--- config.mk ---
export PLATFORM = sky130hd
export DESIGN_NAME = quicksort_lomuto_flat
export DESIGN_NICKNAME = d
export VERILOG_FILES = /design/src/sv/qsl_pkg.sv /design/src/sv/qsl_if.sv /design/src/sv/qsl_datapath.sv /design/src/sv/qsl_ctrl.sv /design/src/sv/quicksort_lomuto.sv /design/src/flat_wrapper.sv
export SDC_FILE = /design/constraint.sdc
export NUM_CORES = 2
export LEC_CHECK = 0
export CAP_MARGIN = 20
export CORE_MARGIN = 5
export CORE_UTILIZATION = 59
export DETAILED_ROUTE_END_ITERATION = 10
export DONT_BUFFER_PORTS = 1
export PLACE_DENSITY = 0.76
export SETUP_SLACK_MARGIN = 0.3
export SLEW_MARGIN = 20
export SYNTH_ARGS = -nofsm -noshare
export SYNTH_HDL_FRONTEND = slang
export SYNTH_HIERARCHICAL = 1
export SYNTH_SLANG_ARGS = --single-unit
export TNS_END_PERCENT = 100
--- constraint.sdc ---
create_clock -name clk -period 9.5 [get_ports clk]
set_input_delay 1.9 -clock clk [delete_from_list [all_inputs] [get_ports clk]]
set_output_delay 1.9 -clock clk [all_outputs]
set_load 0.005 [all_outputs]
--- src/sv/qsl_pkg.sv ---
package qsl_pkg;
  localparam int MaxItems = 64;
  localparam int IdxW = 6;
  localparam int CntW = 7;
  localparam int StackDepth = 64;
  localparam int SpW = 7;

  typedef logic [IdxW-1:0] idx_t;
  typedef logic [CntW-1:0] cnt_t;

  // controller to datapath
  typedef struct packed {
    logic load;        // write in_value at load_idx
    idx_t load_idx;
    logic rd_en;       // read element at rd_idx
    idx_t rd_idx;
    logic wr_en;       // write selected register at wr_idx
    idx_t wr_idx;
    logic wr_sel_b;    // 0: write reg a, 1: write reg b
    logic wr_sel_piv;  // write pivot register, overrides wr_sel_b
    logic cap_a;       // capture read data into a
    logic cap_b;       // capture read data into b
    logic cap_piv;     // capture read data into pivot
  } dp_cmd_t;

  // datapath to controller
  typedef struct packed {
    logic le;          // a <= pivot, signed
    logic [31:0] rd_data;
  } dp_sts_t;
endpackage

--- src/sv/qsl_if.sv ---
interface qsl_in_if;
  logic        valid;
  logic        ready;
  logic [31:0] value;
  logic        last;
  modport source (output valid, value, last, input ready);
  modport sink (input valid, value, last, output ready);
endinterface

interface qsl_out_if;
  logic        valid;
  logic        ready;
  logic [31:0] sorted_value;
  logic        last_out;
  logic        overflow;
  modport source (output valid, sorted_value, last_out, overflow, input ready);
  modport sink (input valid, sorted_value, last_out, overflow, output ready);
endinterface

--- src/sv/qsl_datapath.sv ---
module qsl_datapath
  import qsl_pkg::*;
(
  input  logic        clk,
  input  dp_cmd_t     cmd,
  input  logic [31:0] in_value,
  output dp_sts_t     sts
);
  logic [31:0] mem [MaxItems];
  logic [31:0] rd_r;
  logic [31:0] a_r;
  logic [31:0] b_r;
  logic [31:0] piv_r;

  // element store, one write and one registered read port
  always_ff @(posedge clk) begin
    if (cmd.load) begin
      mem[cmd.load_idx] <= in_value;
    end else if (cmd.wr_en) begin
      mem[cmd.wr_idx] <= cmd.wr_sel_piv ? piv_r : (cmd.wr_sel_b ? b_r : a_r);
    end
    if (cmd.rd_en) begin
      rd_r <= mem[cmd.rd_idx];
    end
  end

  // operand registers
  always_ff @(posedge clk) begin
    if (cmd.cap_a) begin
      a_r <= rd_r;
    end
    if (cmd.cap_b) begin
      b_r <= rd_r;
    end
    if (cmd.cap_piv) begin
      piv_r <= rd_r;
    end
  end

  assign sts.le = $signed(a_r) <= $signed(piv_r);
  assign sts.rd_data = rd_r;
endmodule

--- src/sv/qsl_ctrl.sv ---
module qsl_ctrl
  import qsl_pkg::*;
(
  input  logic        clk,
  input  logic        rst_n,
  input  logic        in_valid,
  input  logic        in_last,
  output logic        in_ready,
  output logic        out_valid,
  input  logic        out_ready,
  output logic [31:0] out_value,
  output logic        out_last,
  output logic        out_ovf,
  output dp_cmd_t     cmd,
  input  dp_sts_t     sts
);
  typedef enum logic [3:0] {
    S_LOAD, S_POP, S_PIV, S_PIVW, S_RDJ, S_RDJW, S_CMP, S_RDI, S_RDIW, S_SWW,
    S_FIN, S_FINW, S_PUSH, S_ERD, S_EWAIT, S_EOUT
  } state_t;

  state_t state_r, state_nxt;
  cnt_t cnt_r, cnt_nxt;
  logic drop_r, drop_nxt;
  logic [2*IdxW-1:0] stk_r [StackDepth];
  logic [SpW-1:0] sp_r, sp_nxt;
  idx_t lo_r, lo_nxt, hi_r, hi_nxt, i_r, i_nxt, j_r, j_nxt;
  logic swp_r, swp_nxt;
  logic push_en;
  logic pop_en;
  logic [2*IdxW-1:0] push_data;
  logic [2*IdxW-1:0] top_r;
  cnt_t last_idx;
  logic [31:0] ov_r, ov_nxt;
  logic ol_r, ol_nxt, oo_r, oo_nxt, ovld_r, ovld_nxt;

  assign last_idx = cnt_r - 1'b1;

  // range stack, registered read of the top entry on pop
  always_ff @(posedge clk) begin
    if (push_en) begin
      stk_r[sp_r[IdxW-1:0]] <= push_data;
    end
    if (pop_en) begin
      top_r <= stk_r[sp_r[IdxW-1:0] - 1'b1];
    end
  end

  // next state and commands
  always_comb begin
    state_nxt = state_r;
    cnt_nxt = cnt_r;
    drop_nxt = drop_r;
    sp_nxt = sp_r;
    lo_nxt = lo_r;
    hi_nxt = hi_r;
    i_nxt = i_r;
    j_nxt = j_r;
    swp_nxt = swp_r;
    ov_nxt = ov_r;
    ol_nxt = ol_r;
    oo_nxt = oo_r;
    ovld_nxt = ovld_r;
    push_en = 1'b0;
    pop_en = 1'b0;
    push_data = '0;
    cmd = '0;
    in_ready = (state_r == S_LOAD);
    if (ovld_r && out_ready) begin
      ovld_nxt = 1'b0;
    end
    case (state_r)
      S_LOAD: begin
        if (in_valid) begin
          if (cnt_r < cnt_t'(MaxItems)) begin
            cmd.load = 1'b1;
            cmd.load_idx = cnt_r[IdxW-1:0];
            cnt_nxt = cnt_r + 1'b1;
          end else begin
            drop_nxt = 1'b1;
          end
          if (in_last) begin
            sp_nxt = '0;
            if (cnt_nxt >= cnt_t'(2)) begin
              push_en = 1'b1;
              push_data = {idx_t'(0), idx_t'(cnt_nxt - 1'b1)};
              sp_nxt = SpW'(1);
            end
            i_nxt = '0;
            state_nxt = S_POP;
          end
        end
      end
      S_POP: begin
        if (sp_r == '0) begin
          i_nxt = '0;
          state_nxt = S_ERD;
        end else begin
          sp_nxt = sp_r - 1'b1;
          pop_en = 1'b1;
          state_nxt = S_PIV;
        end
      end
      S_PIV: begin
        lo_nxt = top_r[2*IdxW-1:IdxW];
        hi_nxt = top_r[IdxW-1:0];
        cmd.rd_en = 1'b1;
        cmd.rd_idx = top_r[IdxW-1:0];
        i_nxt = top_r[2*IdxW-1:IdxW];
        j_nxt = top_r[2*IdxW-1:IdxW];
        state_nxt = S_PIVW;
      end
      S_PIVW: begin
        cmd.cap_piv = 1'b1;
        state_nxt = S_RDJ;
      end
      S_RDJ: begin
        if (j_r == hi_r) begin
          cmd.rd_en = 1'b1;
          cmd.rd_idx = i_r;
          state_nxt = S_FIN;
        end else begin
          cmd.rd_en = 1'b1;
          cmd.rd_idx = j_r;
          state_nxt = S_RDJW;
        end
      end
      S_RDJW: begin
        cmd.cap_a = 1'b1;
        state_nxt = S_CMP;
      end
      S_CMP: begin
        if (sts.le) begin
          cmd.rd_en = 1'b1;
          cmd.rd_idx = i_r;
          state_nxt = S_RDIW;
        end else begin
          j_nxt = j_r + 1'b1;
          state_nxt = S_RDJ;
        end
      end
      S_RDIW: begin
        // a holds elem[j], b takes elem[i]; swap them
        cmd.cap_b = 1'b1;
        state_nxt = S_SWW;
      end
      S_SWW: begin
        if (!swp_r) begin
          cmd.wr_en = 1'b1;
          cmd.wr_idx = i_r;
          swp_nxt = 1'b1;
        end else begin
          cmd.wr_en = 1'b1;
          cmd.wr_idx = j_r;
          cmd.wr_sel_b = 1'b1;
          swp_nxt = 1'b0;
          i_nxt = i_r + 1'b1;
          j_nxt = j_r + 1'b1;
          state_nxt = S_RDJ;
        end
      end
      S_FIN: begin
        // pivot into slot i, elem[i] into slot hi
        cmd.cap_b = 1'b1;
        state_nxt = S_FINW;
      end
      S_FINW: begin
        if (!swp_r) begin
          cmd.wr_en = 1'b1;
          cmd.wr_idx = hi_r;
          cmd.wr_sel_b = 1'b1;
          swp_nxt = 1'b1;
        end else begin
          cmd.wr_en = 1'b1;
          cmd.wr_idx = i_r;
          cmd.wr_sel_piv = 1'b1;
          swp_nxt = 1'b0;
          state_nxt = S_PUSH;
        end
      end
      S_PUSH: begin
        if (!swp_r) begin
          if (i_r < hi_r && (i_r + 1'b1) < hi_r) begin
            push_en = 1'b1;
            push_data = {idx_t'(i_r + 1'b1), hi_r};
            sp_nxt = sp_r + 1'b1;
          end
          swp_nxt = 1'b1;
        end else begin
          if (i_r > lo_r && lo_r < idx_t'(i_r - 1'b1)) begin
            push_en = 1'b1;
            push_data = {lo_r, idx_t'(i_r - 1'b1)};
            sp_nxt = sp_r + 1'b1;
          end
          swp_nxt = 1'b0;
          state_nxt = S_POP;
        end
      end
      S_ERD: begin
        cmd.rd_en = 1'b1;
        cmd.rd_idx = i_r;
        state_nxt = S_EWAIT;
      end
      S_EWAIT: begin
        state_nxt = S_EOUT;
      end
      S_EOUT: begin
        if (!ovld_r || out_ready) begin
          ovld_nxt = 1'b1;
          ov_nxt = sts.rd_data;
          ol_nxt = (cnt_t'(i_r) == last_idx);
          oo_nxt = drop_r;
          if (cnt_t'(i_r) == last_idx) begin
            cnt_nxt = '0;
            drop_nxt = 1'b0;
            sp_nxt = '0;
            state_nxt = S_LOAD;
          end else begin
            i_nxt = i_r + 1'b1;
            state_nxt = S_ERD;
          end
        end
      end
      default: state_nxt = S_LOAD;
    endcase
  end

  // state and registered outputs
  always_ff @(posedge clk) begin
    if (!rst_n) begin
      state_r <= S_LOAD;
      cnt_r <= '0;
      drop_r <= 1'b0;
      sp_r <= '0;
      swp_r <= 1'b0;
      ovld_r <= 1'b0;
    end else begin
      state_r <= state_nxt;
      cnt_r <= cnt_nxt;
      drop_r <= drop_nxt;
      sp_r <= sp_nxt;
      swp_r <= swp_nxt;
      ovld_r <= ovld_nxt;
    end
    lo_r <= lo_nxt;
    hi_r <= hi_nxt;
    i_r <= i_nxt;
    j_r <= j_nxt;
    ov_r <= ov_nxt;
    ol_r <= ol_nxt;
    oo_r <= oo_nxt;
  end

  assign out_valid = ovld_r;
  assign out_value = ov_r;
  assign out_last = ol_r;
  assign out_ovf = oo_r;
endmodule

--- src/sv/quicksort_lomuto.sv ---
// quicksort with lomuto partition over up to 64 signed 32-bit elements
// input channel: one element per beat, one beat per cycle while loading;
//   the beat with last high ends the set and starts the sort
// beats beyond 64 in a set are dropped and flag overflow on every result
// sorting: per range the pivot is read, then each element is read and compared
//   with it and swapped when not greater, paced by the one read and one write port
//   of the element store; worst case order n^2 comparisons
// output: after the sort ends, elements are read from the store in order
//   into the output register, one beat at a time, last_out on the final one
// a stalled receiver holds the current beat in the output register; input
//   is not taken again until the final beat of the set is in that register
// reset (synchronous, active low) clears the element count and drops pending output
module quicksort_lomuto
  import qsl_pkg::*;
(
  input  logic clk,
  input  logic rst_n,
  qsl_in_if.sink    in_ch,
  qsl_out_if.source out_ch
);
  dp_cmd_t cmd;
  dp_sts_t sts;

  // sequencer
  qsl_ctrl u_ctrl (
    .clk       (clk),
    .rst_n     (rst_n),
    .in_valid  (in_ch.valid),
    .in_last   (in_ch.last),
    .in_ready  (in_ch.ready),
    .out_valid (out_ch.valid),
    .out_ready (out_ch.ready),
    .out_value (out_ch.sorted_value),
    .out_last  (out_ch.last_out),
    .out_ovf   (out_ch.overflow),
    .cmd       (cmd),
    .sts       (sts)
  );

  // element store and compare
  qsl_datapath u_dp (
    .clk      (clk),
    .cmd      (cmd),
    .in_value (in_ch.value),
    .sts      (sts)
  );

  // write and load never collide
  assert property (@(posedge clk) disable iff (!rst_n) !(cmd.load && cmd.wr_en))
    else $error("load and swap write together");
  // a stalled result stays valid
  assert property (@(posedge clk) disable iff (!rst_n)
    out_ch.valid && !out_ch.ready |=> out_ch.valid)
    else $error("result dropped under stall");
  assert property (@(posedge clk) disable iff (!rst_n)
    !(in_ch.ready && cmd.rd_en))
    else $error("read during load");
endmodule

--- src/flat_wrapper.sv ---
// flat-port wrapper written by rule: the top's interface ports become plain ports
module quicksort_lomuto_flat import qsl_pkg::*;
  (clk, rst_n, in_ch_valid, in_ch_value, in_ch_last, in_ch_ready, out_ch_valid, out_ch_sorted_value, out_ch_last_out, out_ch_overflow, out_ch_ready);
  qsl_in_if in_ch_i ();
  qsl_out_if out_ch_i ();
  input  logic clk;
  input  logic rst_n;
  input wire logic [$bits(in_ch_i.valid)-1:0] in_ch_valid;
  input wire logic [$bits(in_ch_i.value)-1:0] in_ch_value;
  input wire logic [$bits(in_ch_i.last)-1:0] in_ch_last;
  output wire logic [$bits(in_ch_i.ready)-1:0] in_ch_ready;
  output wire logic [$bits(out_ch_i.valid)-1:0] out_ch_valid;
  output wire logic [$bits(out_ch_i.sorted_value)-1:0] out_ch_sorted_value;
  output wire logic [$bits(out_ch_i.last_out)-1:0] out_ch_last_out;
  output wire logic [$bits(out_ch_i.overflow)-1:0] out_ch_overflow;
  input wire logic [$bits(out_ch_i.ready)-1:0] out_ch_ready;
  assign in_ch_i.valid = in_ch_valid;
  assign in_ch_i.value = in_ch_value;
  assign in_ch_i.last = in_ch_last;
  assign in_ch_ready = in_ch_i.ready;
  assign out_ch_valid = out_ch_i.valid;
  assign out_ch_sorted_value = out_ch_i.sorted_value;
  assign out_ch_last_out = out_ch_i.last_out;
  assign out_ch_overflow = out_ch_i.overflow;
  assign out_ch_i.ready = out_ch_ready;
  quicksort_lomuto u_core (.clk(clk), .rst_n(rst_n), .in_ch(in_ch_i), .out_ch(out_ch_i));
endmodule
==> results.md <==
- Max Fanout on Critical Path: 54
- Post-synthesis simple-gate area fraction: 2.11%
- Via count: 60,400
- Post-synthesis cell area: 119,000 um2
- Critical Path Source: u_core/u_dp/a_r[14]
- Slew Viols, Final: 0
- DRC viols: 0
- Initial DRC Count: 11,100
- Setup slack, reg-to-reg: 2.59 ns
- Total GRT Usage: 30.5%
- Worst R2R Start: u_core/u_dp/a_r[14]
- Syn nets: 5,474
- WP data required: 10.25 ns
- Vias per cell: 7.12
- Buffers added on ports: 0
- CP Capture Type: register
- CTS sink count: 3,035
- Area growth syn-to-layout: 11.9%
- Unrepaired setup endpoints after global routing: false
- WL final: 319 mm
- Status: finished clean
- Arrival time at the worst endpoint: 7.66 ns
- Fmax: 145 MHz
- Synth Flop Type: edfxtp_1
- Maximum root-to-sink buffer count: 4
- Die ar.: 211,000 um2
- Cell Chain, Critical Path: ha_1 -> a21oi_1 -> nand2_1 -> a21o_1 -> o41ai_1 -> o211ai_1 -> mux2_2 -> and2_1 -> a31o_2 -> a22oi_1 -> nor2b_1 -> a21o_4 -> buf_4 -> buf_4 -> mux4_2 -> mux2i_1 -> o211ai_1 -> o22ai_1 -> nor2_1
- Leakage: 38.9 nW
- CTS tree: yes
- Avg Cell Area, Syn: 22.2 um2
- # Post-CTS Setup Buffers: 0
- Final setup viols: 0
- IO Count: 73
- Min-delay src: u_core/u_ctrl/drop_r
- Synth async-reset ratio: 0%
- H-Tree Depth: 5
- PD cells: 266 nW/um2
- Avg WL per Cell: 37.6 um
- Number of routed nets with antenna violations: 0
- Largest net degree at the start of global routing: 116
- Layout Nets: 5,712
- Post-synthesis mux area share: 17.0%
- Final hold vios: 0
- CTS resizes: 0
- Critical Path Slowest Stage Cell: buf_4
- Initial core utilization: 59.4%
- Post-route clock period utilization: 72.8%
- Worst Setup Path Type: register to register
- DIE WIDTH: 459 um
- Core outline area: 200,000 um2
- Cell variety after synth: 76
- RD Place Congestion: 0.867
- Crit start category: register
- Total Power: 35.5 mW
- Worst-Skew Late Latency: 0.97 ns
- Most common cell after layout, fill and taps aside: edfxtp_1
- Remaining Overflow, GRT: 0
- Adder-cell share of the synthesized area: 0.732%
- Total negative slack: 0 ns
- Most frequent cells in the layout: edfxtp_1, mux4_2, clkbuf_16
- Worst Hold Depth: 0
- R2r endpoint: u_core/u_dp/rd_r[26]
- # hold bufs at CTS: 0
- Clock Skew: 0.108 ns
- Pre-antenna DRT Iters: 7
- CP peak stage delay: 0.80 ns
- Slew headroom: 19.6%
- Fillers: 12,000
- Yosys Warn Count: 6
- Vias in the first global route: 60,600
- Die Ht: 459 um
- Number of flops mapped to enable cells by yosys: 3,014
- Number of max-cap violations: 0
- Initial antenna violation count: 22
- Max VDD drop: 0.000240 V
- Reg clk slew, reported paths: 0.06 ns
- Gate Count Post-Synth: 5,368
- Layout cells sized above 1: 27.9%
- Worst Hold Class: register to register
- Worst-Margin Slew: 1.20 ns
- Clock buffer count from CTS: 310
- Synthesized flop and latch total: 3,035
- Min cycle time layout: 6.91 ns
- DPL Wire Length: 170 mm
- Compound-Gate Fraction of Synth Area: 2.09%
- Register-to-Register Path Depth: 19
- Largest family of logic cells by synthesized area: multiplexers
- # rows: 164
- Root buf cell: clkbuf_16
- Crit path capture: u_core/u_dp/rd_r[26]
- Xor/xnor share of the synthesized area: 0.302%
- Global-route wire length before repair: 454 mm
- Register area share after synthesis: 76.4%
-- final cells by class --
class	count	area, um2	area share (%)
Antenna cell	15	37.5	0.0282
Clock buffer	383	8140	6.11
Clock inverter	131	1040	0.780
Inverter	63	236	0.177
Multi-Input combinational cell	1974	27700	20.8
Sequential cell	3035	90900	68.2
Tap cell	2656	3320	2.49
Timing Repair Buffer	222	1820	1.37
-- cells by family after synthesis --
family | after synthesis
compound gates | 370
xor+xnor | 41
fa+ha+maj | 69
buf+inv | 359
flops | 3035
mux | 962
simple gates | 532
-- synth_stat cells (all sizes together), types with 21 or more instances --
master	n	share of area, %
a21oi	72	0.31
a22oi	53	0.33
buf	154	0.75
clkbuf	142	0.45
dfxtp	21	0.35
edfxtp	3014	76
ha	68	0.71
inv	63	0.20
mux2i	111	0.93
mux4	846	16
nand2	117	0.37
nand2b	42	0.22
nand3	43	0.18
nor2	169	0.53
nor3	77	0.33
o211ai	28	0.19
o21ai	61	0.26
o22ai	51	0.27
xnor2	21	0.15
-- where the power goes --
part	switching, mW	internal (mW)	total [mW]
registers	0.450	15.4	15.9
clock network	4.87	6.47	11.3
logic	5.04	3.25	8.28
total	10.4	25.1	35.5
-- layer usage --
| layer | share of wire, % | wire length (um) | track usage, % |
|---|---|---|---|
| met1 | 33 | 105000 | 40.4 |
| met2 | 48 | 152000 | 47.8 |
| met3 | 13 | 41200 | 7.33 |
| met4 | 6.6 | 21000 | 16.2 |
| met5 | 0.024 | 75 | 0 |
-- critical path, delay by kind of cell (launching register included) --
kind                       cells  cell delay [ns]
AOI/OAI and AO/OA              9             2.67
adders and majority gates      1             0.35
buffers and inverters          2             1.42
DFF                            1             0.39
muxes                          3             0.90
and+or+nand+nor                4             0.96
-- how the worst min path moves through the flow --
stage	endpoint	slack (ns)
4_1_cts	u_core/u_ctrl/out_ovf	0.46
3_3_place_gp	u_core/u_ctrl/out_ovf	0.42
3_5_place_dp	u_core/u_ctrl/out_ovf	0.45
6_report	u_core/u_ctrl/out_ovf	0.46
2_1_floorplan	u_core/u_ctrl/out_ovf	0.41
5_1_grt	u_core/u_ctrl/out_ovf	0.46
-- state kept, by name (all words and copies together), names as in the netlist, 7 cells and up --
name	flops
u_core/u_dp/b_r	32
u_core/u_ctrl/sp_r	7
u_core/u_dp/piv_r	32
u_core/u_ctrl/top_r	12
u_core/u_ctrl/stk_r	768
u_core/u_ctrl/cnt_r	7
u_core/u_dp/rd_r	32
u_core/u_dp/mem	2048
u_core/u_dp/a_r	32
u_core/u_ctrl/out_value	32
-- stage by stage --
stage,std cells,util [%],hold WS (ns),worst slack (ns),instance area [um2]
4_1_cts,8463,66.5,0.462,2.90,133000
3_5_place_dp,7949,61.9,0.448,2.90,124000
5_1_grt,8466,66.5,0.464,2.47,133000
2_1_floorplan,5368,-,0.409,3.22,119000
6_report,8479,66.5,0.458,2.59,133000
3_3_place_gp,7948,61.9,0.420,2.90,124000
Note: power is estimated with default switching activity, not from simulation.
